<file path="config.mk">
export PLATFORM = sky130hd
export DESIGN_NAME = accel_tilt_angle_core_flat
export DESIGN_NICKNAME = d
export VERILOG_FILES = /design/src/rtl/core/acc_tilt_pkg.sv /design/src/rtl/core/acc_tilt_in_if.sv /design/src/rtl/core/acc_tilt_out_if.sv /design/src/rtl/core/accel_tilt_angle_core.sv /design/src/rtl/core/acc_tilt_sqrt.sv /design/src/rtl/core/acc_tilt_cordic.sv /design/src/flat_wrapper.sv
export SDC_FILE = /design/constraint.sdc
export NUM_CORES = 2
export LEC_CHECK = 0
export BUFFER_PORTS_ARGS = -buffer_cell sky130_fd_sc_hd__buf_2
export CORE_ASPECT_RATIO = 1.2
export CORE_MARGIN = 3
export CORE_UTILIZATION = 35
export DETAILED_ROUTE_END_ITERATION = 10
export SKIP_CTS_REPAIR_TIMING = 1
export SYNTH_ARGS = -nofsm -noshare
export SYNTH_HDL_FRONTEND = slang
export SYNTH_SLANG_ARGS = --single-unit
export TNS_END_PERCENT = 100
</file>
<file path="constraint.sdc">
create_clock -name clk -period 8.1 [get_ports clk]
set_input_delay 0 -clock clk [delete_from_list [all_inputs] [get_ports clk]]
set_output_delay 0 -clock clk [all_outputs]
set_load 0.005 [all_outputs]
</file>
<file path="src/rtl/core/acc_tilt_pkg.sv">
// Shared constants, types and the CORDIC arctangent table of the tilt-angle block.
package acc_tilt_pkg;

  localparam int SAMPLE_W        = 10;
  localparam int SUM_W           = 16;
  localparam int DEG_W           = 8;
  localparam int SQ_W            = 2 * SUM_W;
  localparam int ROOT_W          = SUM_W;
  localparam int CORDIC_STEPS    = 15;
  localparam int STEP_W          = 4;
  localparam int SCALE_SHIFT     = 16;
  localparam int CX_W            = 36;
  localparam int ANG_W           = 18;
  localparam int FRAC_BITS       = 8;
  localparam int DEFAULT_SAMPLES = 10;
  localparam int MAX_DEGREES     = 180;

  localparam logic signed [ANG_W-1:0] DEG90_Q8  = 18'sd23040;
  localparam logic signed [ANG_W-1:0] DEG180_Q8 = 18'sd46080;

  typedef enum logic [2:0] {
    ST_IDLE,
    ST_SQ_X,
    ST_SQ_Y,
    ST_SQRT_GO,
    ST_SQRT,
    ST_CORDIC,
    ST_FINISH
  } state_t;

  // atan(2^-i) in degrees with 8 fractional bits, rounded to nearest
  function automatic logic signed [ANG_W-1:0] atan_q8(input logic [STEP_W-1:0] idx);
    logic signed [ANG_W-1:0] val;
    case (idx)
      4'd0:    val = 18'sd11520;
      4'd1:    val = 18'sd6801;
      4'd2:    val = 18'sd3593;
      4'd3:    val = 18'sd1824;
      4'd4:    val = 18'sd916;
      4'd5:    val = 18'sd458;
      4'd6:    val = 18'sd229;
      4'd7:    val = 18'sd115;
      4'd8:    val = 18'sd57;
      4'd9:    val = 18'sd29;
      4'd10:   val = 18'sd14;
      4'd11:   val = 18'sd7;
      4'd12:   val = 18'sd4;
      4'd13:   val = 18'sd2;
      4'd14:   val = 18'sd1;
      default: val = 18'sd0;
    endcase
    return val;
  endfunction

endpackage

</file>
<file path="src/rtl/core/acc_tilt_in_if.sv">
// Sample channel: valid/ready handshake carrying one x, y, z sample and a restart mark.
interface acc_tilt_in_if;
  logic                                    valid;
  logic                                    ready;
  logic signed [acc_tilt_pkg::SAMPLE_W-1:0] accel_x;
  logic signed [acc_tilt_pkg::SAMPLE_W-1:0] accel_y;
  logic signed [acc_tilt_pkg::SAMPLE_W-1:0] accel_z;
  logic                                    restart;

  modport source (output valid, accel_x, accel_y, accel_z, restart, input ready);
  modport sink   (input valid, accel_x, accel_y, accel_z, restart, output ready);
endinterface

</file>
<file path="src/rtl/core/acc_tilt_out_if.sv">
// Result channel: valid/ready handshake carrying the tilt angle and the zero-vector flag.
interface acc_tilt_out_if;
  logic                             valid;
  logic                             ready;
  logic [acc_tilt_pkg::DEG_W-1:0]   tilt_degrees;
  logic                             zero_vector;

  modport source (output valid, tilt_degrees, zero_vector, input ready);
  modport sink   (input valid, tilt_degrees, zero_vector, output ready);
endinterface

</file>
<file path="src/rtl/core/accel_tilt_angle_core.sv">
// Top level of the tilt-angle block: sample accumulation, squaring, sequencer and result register.
// Each accepted sample is added to three 16-bit running sums; restart reloads the
// sums with the sample. Every SAMPLES-th sample closes an average: the block then squares x and y
// on one 16x16 multiplier, takes the integer square root of x^2+y^2 (a launch state, then two
// bits a cycle), runs a 15-step vectoring CORDIC for atan2(r, z) in 1/256 degree, and places the
// truncated angle in the output register. Such a sample keeps the input not ready until the
// block is back in idle; a zero summed vector skips the arithmetic and reports zero_vector with
// angle 0. All other samples leave the block in idle. The result register holds the result
// until it is taken; the next result waits in the finish state while an earlier one is still held.
module accel_tilt_angle_core #(
  parameter int SAMPLES = acc_tilt_pkg::DEFAULT_SAMPLES
) (
  input  logic            clk,
  input  logic            rst,
  acc_tilt_in_if.sink     sample_in,
  acc_tilt_out_if.source  result_out
);
  import acc_tilt_pkg::*;

  localparam int CNT_W = $clog2(SAMPLES + 1);

  state_t state;
  state_t state_next;

  logic signed [SUM_W-1:0] sum_x;
  logic signed [SUM_W-1:0] sum_y;
  logic signed [SUM_W-1:0] sum_z;
  logic [CNT_W-1:0]        sample_count;

  logic signed [SUM_W-1:0] sum_x_next;
  logic signed [SUM_W-1:0] sum_y_next;
  logic signed [SUM_W-1:0] sum_z_next;
  logic [CNT_W-1:0]        count_next;
  logic                    take;
  logic                    closes;
  logic                    vec_zero;

  logic signed [SUM_W-1:0] work_x;
  logic signed [SUM_W-1:0] work_y;
  logic signed [SUM_W-1:0] work_z;
  logic                    work_zero;
  logic [SQ_W-1:0]         sum_sq;
  logic signed [SUM_W-1:0] mul_a;
  logic signed [SQ_W-1:0]  prod;

  logic                    sqrt_start;
  logic                    sqrt_done;
  logic [ROOT_W-1:0]       root;
  logic                    cordic_start;
  logic                    cordic_done;
  logic [DEG_W-1:0]        cordic_deg;
  logic                    load_result;

  assign take       = sample_in.valid && sample_in.ready;
  assign sum_x_next = (sample_in.restart ? SUM_W'(0) : sum_x) + SUM_W'(sample_in.accel_x);
  assign sum_y_next = (sample_in.restart ? SUM_W'(0) : sum_y) + SUM_W'(sample_in.accel_y);
  assign sum_z_next = (sample_in.restart ? SUM_W'(0) : sum_z) + SUM_W'(sample_in.accel_z);
  assign count_next = sample_in.restart ? CNT_W'(1) : sample_count + 1'b1;
  assign closes     = (count_next == CNT_W'(SAMPLES));
  assign vec_zero   = (sum_x_next == '0) && (sum_y_next == '0) && (sum_z_next == '0);

  // one shared squarer: x in state ST_SQ_X, y in state ST_SQ_Y
  assign mul_a = (state == ST_SQ_X) ? work_x : work_y;
  assign prod  = SQ_W'(mul_a) * SQ_W'(mul_a);

  always_ff @(posedge clk) begin
    if (rst) begin
      state <= ST_IDLE;
    end else begin
      state <= state_next;
    end
  end

  always_comb begin
    state_next       = state;
    sample_in.ready  = 1'b0;
    sqrt_start       = 1'b0;
    cordic_start     = 1'b0;
    load_result      = 1'b0;
    unique case (state)
      ST_IDLE: begin
        sample_in.ready = 1'b1;
        if (sample_in.valid && closes) begin
          state_next = vec_zero ? ST_FINISH : ST_SQ_X;
        end
      end
      ST_SQ_X: begin
        state_next = ST_SQ_Y;
      end
      ST_SQ_Y: begin
        state_next = ST_SQRT_GO;
      end
      ST_SQRT_GO: begin
        sqrt_start = 1'b1;
        state_next = ST_SQRT;
      end
      ST_SQRT: begin
        if (sqrt_done) begin
          cordic_start = 1'b1;
          state_next   = ST_CORDIC;
        end
      end
      ST_CORDIC: begin
        if (cordic_done) begin
          state_next = ST_FINISH;
        end
      end
      ST_FINISH: begin
        // hold until the result register is free
        if (!result_out.valid || result_out.ready) begin
          load_result = 1'b1;
          state_next  = ST_IDLE;
        end
      end
      default: begin
        state_next = ST_IDLE;
      end
    endcase
  end

  always_ff @(posedge clk) begin
    if (rst) begin
      sum_x        <= '0;
      sum_y        <= '0;
      sum_z        <= '0;
      sample_count <= '0;
    end else if (take) begin
      if (closes) begin
        sum_x        <= '0;
        sum_y        <= '0;
        sum_z        <= '0;
        sample_count <= '0;
      end else begin
        sum_x        <= sum_x_next;
        sum_y        <= sum_y_next;
        sum_z        <= sum_z_next;
        sample_count <= count_next;
      end
    end
  end

  always_ff @(posedge clk) begin
    if (take && closes) begin
      work_x    <= sum_x_next;
      work_y    <= sum_y_next;
      work_z    <= sum_z_next;
      work_zero <= vec_zero;
    end
    if (state == ST_SQ_X) begin
      sum_sq <= SQ_W'(prod);
    end else if (state == ST_SQ_Y) begin
      sum_sq <= sum_sq + SQ_W'(prod);
    end
  end

  always_ff @(posedge clk) begin
    if (rst) begin
      result_out.valid <= 1'b0;
    end else if (load_result) begin
      result_out.valid <= 1'b1;
    end else if (result_out.ready) begin
      result_out.valid <= 1'b0;
    end
  end

  always_ff @(posedge clk) begin
    if (load_result) begin
      result_out.tilt_degrees <= work_zero ? DEG_W'(0) : cordic_deg;
      result_out.zero_vector  <= work_zero;
    end
  end

  acc_tilt_sqrt u_sqrt (
    .clk      (clk),
    .rst      (rst),
    .start    (sqrt_start),
    .radicand (sum_sq),
    .root     (root),
    .done     (sqrt_done)
  );

  acc_tilt_cordic u_cordic (
    .clk     (clk),
    .rst     (rst),
    .start   (cordic_start),
    .r       (root),
    .z       (work_z),
    .degrees (cordic_deg),
    .done    (cordic_done)
  );

`ifndef SYNTH
  a_count_below: assert property (@(posedge clk) disable iff (rst)
    sample_count < CNT_W'(SAMPLES))
    else $error("sample count reached SAMPLES without closing the average");
  a_deg_range: assert property (@(posedge clk) disable iff (rst)
    result_out.valid |-> result_out.tilt_degrees <= DEG_W'(MAX_DEGREES))
    else $error("tilt above 180 degrees");
  a_zero_angle: assert property (@(posedge clk) disable iff (rst)
    (result_out.valid && result_out.zero_vector) |-> result_out.tilt_degrees == '0)
    else $error("zero vector reported with nonzero angle");
  a_sq_order: assert property (@(posedge clk) disable iff (rst)
    state == ST_SQ_X |=> state == ST_SQ_Y)
    else $error("squaring sequence broken");
`endif

endmodule

</file>
<file path="src/rtl/core/acc_tilt_sqrt.sv">
// Iterative integer square root, two radicand bits per cycle.
module acc_tilt_sqrt (
  input  logic                              clk,
  input  logic                              rst,
  input  logic                              start,
  input  logic [acc_tilt_pkg::SQ_W-1:0]     radicand,
  output logic [acc_tilt_pkg::ROOT_W-1:0]   root,
  output logic                              done
);
  import acc_tilt_pkg::*;

  localparam int ITERS = SQ_W / 2;
  localparam int CNT_W = $clog2(ITERS);

  logic             busy;
  logic [CNT_W-1:0] cnt;
  logic [SQ_W-1:0]  rem;
  logic [SQ_W-1:0]  res;
  logic [SQ_W-1:0]  bit_pos;
  logic [SQ_W:0]    trial;
  logic             fits;

  assign trial = {1'b0, res} + {1'b0, bit_pos};
  assign fits  = ({1'b0, rem} >= trial);
  assign root  = res[ROOT_W-1:0];

  always_ff @(posedge clk) begin
    if (rst) begin
      busy <= 1'b0;
      done <= 1'b0;
      cnt  <= '0;
    end else begin
      done <= 1'b0;
      if (start) begin
        busy <= 1'b1;
        cnt  <= '0;
      end else if (busy) begin
        cnt <= cnt + 1'b1;
        if (cnt == CNT_W'(ITERS - 1)) begin
          busy <= 1'b0;
          done <= 1'b1;
        end
      end
    end
  end

  always_ff @(posedge clk) begin
    if (start) begin
      rem     <= radicand;
      res     <= '0;
      bit_pos <= SQ_W'(1) << (SQ_W - 2);
    end else if (busy) begin
      if (fits) begin
        rem <= rem - trial[SQ_W-1:0];
        res <= (res >> 1) + bit_pos;
      end else begin
        res <= res >> 1;
      end
      bit_pos <= bit_pos >> 2;
    end
  end

`ifndef SYNTH
  a_start_idle: assert property (@(posedge clk) disable iff (rst)
    start |-> !busy)
    else $error("square root started while busy");
  a_done_ends_busy: assert property (@(posedge clk) disable iff (rst)
    done |-> !busy)
    else $error("square root done while still iterating");
  a_root_bound: assert property (@(posedge clk) disable iff (rst)
    done |-> (res >> ROOT_W) == '0)
    else $error("square root result wider than root port");
`endif

endmodule

</file>
<file path="src/rtl/core/acc_tilt_cordic.sv">
// Vectoring CORDIC: angle of (z, r) from the +z axis in degrees, one micro-rotation per cycle.
module acc_tilt_cordic (
  input  logic                                   clk,
  input  logic                                   rst,
  input  logic                                   start,
  input  logic [acc_tilt_pkg::ROOT_W-1:0]        r,
  input  logic signed [acc_tilt_pkg::SUM_W-1:0]  z,
  output logic [acc_tilt_pkg::DEG_W-1:0]         degrees,
  output logic                                   done
);
  import acc_tilt_pkg::*;

  logic                    busy;
  logic [STEP_W-1:0]       step;
  logic signed [CX_W-1:0]  cx;
  logic signed [CX_W-1:0]  cy;
  logic signed [ANG_W-1:0] ang;
  logic signed [CX_W-1:0]  dx;
  logic signed [CX_W-1:0]  dy;
  logic signed [CX_W-1:0]  r_ext;
  logic signed [CX_W-1:0]  z_ext;

  assign r_ext = CX_W'(r);
  assign z_ext = CX_W'(z);
  assign dx    = cy >>> step;
  assign dy    = cx >>> step;

  // clamp the residue into 0..180 degrees, then drop the fraction
  always_comb begin
    if (ang < 0) begin
      degrees = '0;
    end else if (ang > DEG180_Q8) begin
      degrees = DEG_W'(MAX_DEGREES);
    end else begin
      degrees = ang[FRAC_BITS +: DEG_W];
    end
  end

  always_ff @(posedge clk) begin
    if (rst) begin
      busy <= 1'b0;
      done <= 1'b0;
      step <= '0;
    end else begin
      done <= 1'b0;
      if (start) begin
        busy <= 1'b1;
        step <= '0;
      end else if (busy) begin
        step <= step + 1'b1;
        if (step == STEP_W'(CORDIC_STEPS - 1)) begin
          busy <= 1'b0;
          done <= 1'b1;
        end
      end
    end
  end

  always_ff @(posedge clk) begin
    if (start) begin
      // rotate a negative z (the left half-plane) into the first quadrant
      if (z < 0) begin
        cx  <= r_ext <<< SCALE_SHIFT;
        cy  <= (-z_ext) <<< SCALE_SHIFT;
        ang <= DEG90_Q8;
      end else begin
        cx  <= z_ext <<< SCALE_SHIFT;
        cy  <= r_ext <<< SCALE_SHIFT;
        ang <= '0;
      end
    end else if (busy) begin
      if (cy > 0) begin
        cx  <= cx + dx;
        cy  <= cy - dy;
        ang <= ang + atan_q8(step);
      end else begin
        cx  <= cx - dx;
        cy  <= cy + dy;
        ang <= ang - atan_q8(step);
      end
    end
  end

`ifndef SYNTH
  a_start_idle: assert property (@(posedge clk) disable iff (rst)
    start |-> !busy)
    else $error("CORDIC started while busy");
  a_step_range: assert property (@(posedge clk) disable iff (rst)
    busy |-> step < STEP_W'(CORDIC_STEPS))
    else $error("CORDIC step past last micro-rotation");
  a_deg_range: assert property (@(posedge clk) disable iff (rst)
    done |-> degrees <= DEG_W'(MAX_DEGREES))
    else $error("CORDIC angle above 180 degrees");
`endif

endmodule
</file>
<file path="src/flat_wrapper.sv">
// flat-port wrapper written by rule: the top's interface ports become plain ports
module accel_tilt_angle_core_flat import acc_tilt_pkg::*;
#(
  parameter int SAMPLES = acc_tilt_pkg::DEFAULT_SAMPLES
)
  (clk, rst, sample_in_valid, sample_in_accel_x, sample_in_accel_y, sample_in_accel_z, sample_in_restart, sample_in_ready, result_out_valid, result_out_tilt_degrees, result_out_zero_vector, result_out_ready);
  acc_tilt_in_if sample_in_i ();
  acc_tilt_out_if result_out_i ();
  input  logic clk;
  input  logic rst;
  input wire logic [$bits(sample_in_i.valid)-1:0] sample_in_valid;
  input wire logic [$bits(sample_in_i.accel_x)-1:0] sample_in_accel_x;
  input wire logic [$bits(sample_in_i.accel_y)-1:0] sample_in_accel_y;
  input wire logic [$bits(sample_in_i.accel_z)-1:0] sample_in_accel_z;
  input wire logic [$bits(sample_in_i.restart)-1:0] sample_in_restart;
  output wire logic [$bits(sample_in_i.ready)-1:0] sample_in_ready;
  output wire logic [$bits(result_out_i.valid)-1:0] result_out_valid;
  output wire logic [$bits(result_out_i.tilt_degrees)-1:0] result_out_tilt_degrees;
  output wire logic [$bits(result_out_i.zero_vector)-1:0] result_out_zero_vector;
  input wire logic [$bits(result_out_i.ready)-1:0] result_out_ready;
  assign sample_in_i.valid = sample_in_valid;
  assign sample_in_i.accel_x = sample_in_accel_x;
  assign sample_in_i.accel_y = sample_in_accel_y;
  assign sample_in_i.accel_z = sample_in_accel_z;
  assign sample_in_i.restart = sample_in_restart;
  assign sample_in_ready = sample_in_i.ready;
  assign result_out_valid = result_out_i.valid;
  assign result_out_tilt_degrees = result_out_i.tilt_degrees;
  assign result_out_zero_vector = result_out_i.zero_vector;
  assign result_out_i.ready = result_out_ready;
  accel_tilt_angle_core #(.SAMPLES(SAMPLES)) u_core (.clk(clk), .rst(rst), .sample_in(sample_in_i), .result_out(result_out_i));
endmodule
</file>
# Word level (Yosys, flattened, before mapping)
# Memory sizes are Yosys's and may differ from the RTL's. A register that Yosys moved wholly into a read port is not among the register bits.
# Cells that the tools add are included.
op_classes:
  n_addsub: 17
  shifts: 2
  n_lt_le_gt_ge: 5
  multipliers: 1
  bitwise: 2
  reduce_logical: 24
  muxes: 60
  eq_ne: 13
op_table:
  columns: ["operator", "count"]
  rows:
  - ["36-bit 2-to-1 mux", 8]
  - ["32-bit 2-to-1 mux", 6]
  - ["18-bit 2-to-1 mux", 9]
  - ["16-bit 2-to-1 mux", 7]
  - ["36-bit adder", 2]
  - ["36-bit by 4-bit >>> shifter with 36-bit output", 2]
  - ["36-bit subtractor", 2]
  - ["16-bit by 10-bit adder with 16-bit output", 3]
  - ["16-bit logical NOT", 3]
  - ["36-bit by 1-bit greater-than comparator with 1-bit output, second input constant", 1]
  - ["32-bit by 31-bit adder with 33-bit output", 1]
  - ["32-bit by 33-bit greater-or-equal comparator with 1-bit output", 1]
  - ["31-bit by 31-bit adder with 32-bit output", 1]
  - ["32-bit adder", 1]
  - ["16-bit by 16-bit multiplier with 32-bit output", 1]
  - ["32-bit subtractor", 1]
  - ["4-bit 2-to-1 mux", 6]
  - ["3-bit one-hot mux with 7 select lines", 1]
  - ["16-bit negation with 20-bit output", 1]
  - ["18-bit adder", 1]
  - ["18-bit by 17-bit greater-than comparator with 1-bit output, second input constant", 1]
  - ["18-bit by 1-bit < comparator with 1-bit output, second input constant", 1]
  - ["18-bit subtractor", 1]
  - ["16-bit by 1-bit < comparator with 1-bit output, second input constant", 1]
  - ["21 further kinds", 62]
totals:
  mem_count: 2
  output_inout_bits: 11
  inputBits: 35
  wordCells: 152
  register_bits: 328
  romBits: 448
mem_list:
  columns: ["name", "depth", "width", "read_ports", "rd_ports_with_merged_regs", "wr", "line_no", "text"]
  rows:
  - ["(name not given)", 16, 14, 1, 1, 0, "acc_tilt_pkg.sv:34", "case (idx)"]
  - ["(name not given)", 16, 14, 1, 1, 0, "acc_tilt_pkg.sv:34", null]

# Depth between registers and ports, before layout
logic_depth:
  depth_word: 8
  ltp_mapped: 41
  ltp_nobuf: 38

# Modules after synthesis
# A second synthesis with hierarchy kept.
hier_totals:
  cells_unflattened: 4690
  area_unflattened_um2: 41009.3
modules_own_cells:
  columns: ["mod", "cells_each", "seq_area_each_um2", "instances", "area_per_inst_um2"]
  rows:
  - ["accel_tilt_angle_core", 2042, 3823.7, 1, 18479.0]
  - ["acc_tilt_cordic", 1803, 3103.0, 1, 15358.5]
  - ["acc_tilt_sqrt", 845, 2042.0, 1, 7171.9]

# Worst setup path before layout
# Ideal clock, no wire load.
synth_path:
  path_kind: "reg-to-reg"
  startpoint: "register u_core.state[2]"
  endpoint: "register u_core.sum_sq[30], data pin"
  arrival_ns: 8.706
  required_time_ns: 7.840
  setup_ns: 0.260
  synth_period_minus_slack_ns: 8.965
  stages_incl_launch_ff: 38
  setup_slack_ns: -0.865
  cell_sequence: "dfxtp_1 -> clkbuf_1 -> nor2_1 -> nand2_1 -> clkbuf_1 -> nand2_1 -> nand2_1 -> clkbuf_1 -> nand2_1 -> fa_1 -> fa_1 -> fa_1 -> inv_1 -> fa_1 -> fa_1 -> inv_1 -> fa_1 -> inv_1 -> [... 2 more ...] -> a21oi_1 -> nand2_1 -> o21a_1 -> a21oi_1 -> o21bai_1 -> a21oi_1 -> xnor2_1 -> ha_1 -> a21o_1 -> a21oi_1 -> nor3b_1 -> a21oi_1 -> o21ai_0 -> o211ai_1 -> o41ai_1 -> o21ai_0 -> xor2_1 -> mux2_2"
synth_via:
  elab_chain_len: 6
synth_rtl:
  columns: ["item", "line_no", "text"]
  rows:
  - ["from (decl)", "accel_tilt_angle_core.sv:22", "state_t state;"]
  - ["from (signal assigned)", "accel_tilt_angle_core.sv:70", "state <= state_next;"]
  - ["3-bit by 1-bit equality test with 1-bit output *", "accel_tilt_angle_core.sv:63, accel_tilt_angle_core.sv:149", null]
  - ["16-bit 2-to-1 mux", "accel_tilt_angle_core.sv:63", "assign mul_a = (state == ST_SQ_X) ? work_x : work_y;"]
  - ["16-bit by 16-bit multiplier with 32-bit output", "accel_tilt_angle_core.sv:64", "assign prod = SQ_W'(mul_a) * SQ_W'(mul_a);"]
  - ["32-bit adder", "accel_tilt_angle_core.sv:152", "sum_sq <= sum_sq + SQ_W'(prod);"]
  - ["32-bit 2-to-1 mux", "accel_tilt_angle_core.sv:151", "end else if (state == ST_SQ_Y) begin"]
  - ["32-bit 2-to-1 mux *", "accel_tilt_angle_core.sv:149", "if (state == ST_SQ_X) begin"]
  - ["to (signal assigned)", "accel_tilt_angle_core.sv:150", "sum_sq <= SQ_W'(prod);"]
  - ["to (signal assigned)", "accel_tilt_angle_core.sv:152", null]
  - ["to (decl)", "accel_tilt_angle_core.sv:42", "logic [SQ_W-1:0] sum_sq;"]
# Mark *: on every way between the ends. The rest lies on a longest branch, timed or not. The select of a mux whose other input is x is not followed.
# A chain may end at the register's enable or synchronous reset.

# Worst setup path after layout
layout_path:
  startpoint: "register u_core.state[1]"
  endpoint: "register u_core.sum_sq[30], data pin"
# Same word-level chain as after synthesis.

==> impl_metrics.yaml <==
global_routing:
  track_usage: 0.184
  grt_max_degree: 68
  grt_pass1_wl_um: 175000
  antenna_found_initial: 4
  gr-total-overflow: 0
  grt_pass1_vias: 32200
logic_synthesis:
  synth_area_leaders: "edfxtp_1 16%, fa_1 12%, ha_1 10%"
  async_flop_share: 0
  yosys.cell_types.count: 90
  syn-mean-instance-area_um2: 8.80
  synth_top_area_frac: 0.160
  synth-seq-area-share: 0.226
  synth_area_um2: 39700
  synth-compound-area-share: 0.171
  syn_nets: 5123
  synth_simple_gate_area_frac: 0.160
  synth_edf_count: 212
  synth.area.mux_share: 0.0818
  netlist_top_cells_count: "451 x nor2_1, 428 x inv_1, 417 x nand2_1"
  synthXorXnorAreaFrac: 0.0743
  yosys_warnings: 0
  netlist_instances: 4512
  yosysTopAreaCell: "edfxtp_1"
  ys_ff_latch: 342
  synthAdderAreaFrac: 0.228
  ys.flop_type: "edfxtp_1"
  synth_top_family_by_area: "adder cells"
  yosysMostFrequentCell: "nor2_1"
setup_path:
  critPathSlowestCell: "fa_1"
  critPathLaunchType: "flop"
  endpoint_kind: "flop"
  crit_type: "reg -> reg"
  worstPathRequired_ns: 8.45
  crit_path_start: "u_core.state[1]$_SDFFE_PP0P_"
  cp_max_fo: 6
  critPathArrivalTime_ns: 8.64
  crit_path_frequent_cell: "fa_1"
  critPathMaxStageDelay_ns: 0.54
  r2r-start: "u_core.state[1]$_SDFFE_PP0P_"
routing:
  via_count: 33600
  wire_per_inst_um: 17.8
  drc: 0
  ant_nets: 0
  routed_via_density: 5.38
  drtIter0Drc: 2395
  finalWirelength_um: 111000
  drt_pass1_iterations: 8
clock_network:
  htree_levels: 2
  clk_pin_slew_ns: 0.06
  clk_latency_ns: 0.63
  cts_tree: "done"
  ctsLongestPathBuffers: 3
  clockRootBuffer: "clkbuf_16"
  clock-sinks: 342
  cts_made_buffers: 45
cells_and_area:
  utilization: 0.406
  syn2layout_area_growth_pct: 14.3
  fillCellCount: 11100
  stdcell_count: 6243
  nNetsFinal: 5321
  drive_gt1_frac: 0.149
floorplanning:
  die_h_um: 375
  core_um2: 112000
  die_x_um: 313
  pin_count: 46
  num_rows: 134
  start_util: 0.355
  dieArea_um2: 118000
status:
  status: "finished, violations left"
  violations: "setup timing"
sta:
  maxSlewViolCount: 0
  rsz0062_at_grt: "yes"
  fin_skew_ns: 0.0424
  hold_violations: 0
  whs_ns: 0.0126
  fin_crit_sh: 1.02
  setup_viol: 4
  min_period_ns: 8.29
  worst_slack_ns: -0.189
  timing.fmax_mhz: 121
  maxSlewHeadroom: 0.278
  tightest_slew_ns: 1.06
worst_hold_path:
  min_from: "sample_in_accel_z[1]"
  hold_class: "in -> reg"
power:
  power_mw: 4.59
  leakagePower_nw: 19.2
  power_density_nw_per_um2: 101
  vdd_drop_max_mv: 0.160
place:
  dpl.hpwl_um: 86500
  port_buffers: 45
  pre_cts_ws_ns: -0.530
  post-place-cells: 6115
  place.gp.congestion: 0.903
job:
  drv_cap: 0
-- cell type report --
cell class                      count  area (um^2)  area share
Multi-Input combinational cell   3572        29100       0.641
Timing Repair Buffer              315         2340      0.0516
Antenna cell                        1         2.50   0.0000551
Inverter                          434         1640      0.0361
Sequential cell                   342         8990       0.198
Clock buffer                       63         1230      0.0272
Clock inverter                     20          228     0.00502
Tap cell                         1496         1870      0.0412
-- per-layer routing --
metal | global-route usage | share of wire | wire length [um]
met2 | 0.302 | 0.46 | 51500
met5 | 0 | 0 | 0
met1 | 0.245 | 0.44 | 49400
met3 | 0.0211 | 0.047 | 5180
met4 | 0.0769 | 0.044 | 4860
-- sequential cells by signal, summed over array words and instances, names as in the netlist, 18 cells and up, named ones only --
| name | flops |
|---|---|
| u_core.u_sqrt.res | 32 |
| u_core.sum_sq | 32 |
| u_core.u_cordic.ang | 18 |
| u_core.u_sqrt.rem | 32 |
| u_core.u_cordic.cy | 36 |
| u_core.u_cordic.cx | 36 |
-- where the power goes --
part	total, mW	internal (mW)	switching, mW	leakage (nW)
logic	0.608	0.250	0.358	15.5
registers	1.97	1.90	0.0690	2.98
clock network	2.02	1.17	0.848	0.717
-- layout by cell type, fill, tap and decap left out, types with 46 or more instances in the layout --
master and n:
nand2_1 391, xnor2_1 181, buf_4 254, mux2_2 52
nand3_1 87, nor3_1 83, edfxtp_1 212, o21ai_0 215
fa_1 239, xor2_1 149, nor2_1 432, nor2b_1 81
a31oi_1 46, mux4_2 75, o21a_1 47, a21o_1 104
a21oi_1 276, dfxtp_1 122, inv_1 411, ha_1 323
mux2i_1 90
-- cell families after synthesis --
family,count (synthesis)
fa+ha+maj,576
buf+inv,600
compound gates,1059
mux,224
simple gates,1374
xor+xnor,337
flops,342
-- critical path: cells and delay by family (launching register included) --
family | cells | cell delay, ns
fa+ha+maj | 8 | 3.51
buf+inv | 7 | 0.63
compound gates | 10 | 2.17
flops | 1 | 0.33
xor+xnor | 2 | 0.30
simple gates | 5 | 0.57
mux | 2 | 0.48
-- path summary, 6_finish.rpt --
| path | to | slack, ns | cells past startpoint |
|---|---|---|---|
| worst max register to register | u_core.sum_sq[30]$_DFFE_PP_ | -0.19 | 34 |
| worst min register to register | u_core.sum_x[0]$_SDFFE_PP0P_ | 0.45 | 2 |
| worst min-delay path | u_core.sum_z[1]$_SDFFE_PP0P_ | 0.01 | 6 |
| worst max-delay path | u_core.sum_sq[30]$_DFFE_PP_ | -0.19 | 34 |
-- per-stage QoR --
step | setup TNS [ns] | instance area (um^2)
after floorplan | -0.0525 | 39900
after global placement | -0.938 | 43100
after detailed placement | -2.03 | 43100
after CTS | -2.25 | 44500
after global routing | -4.24 | 45400
final | -0.554 | 45400
No activity file was read; power rests on OpenSTA's default activity.
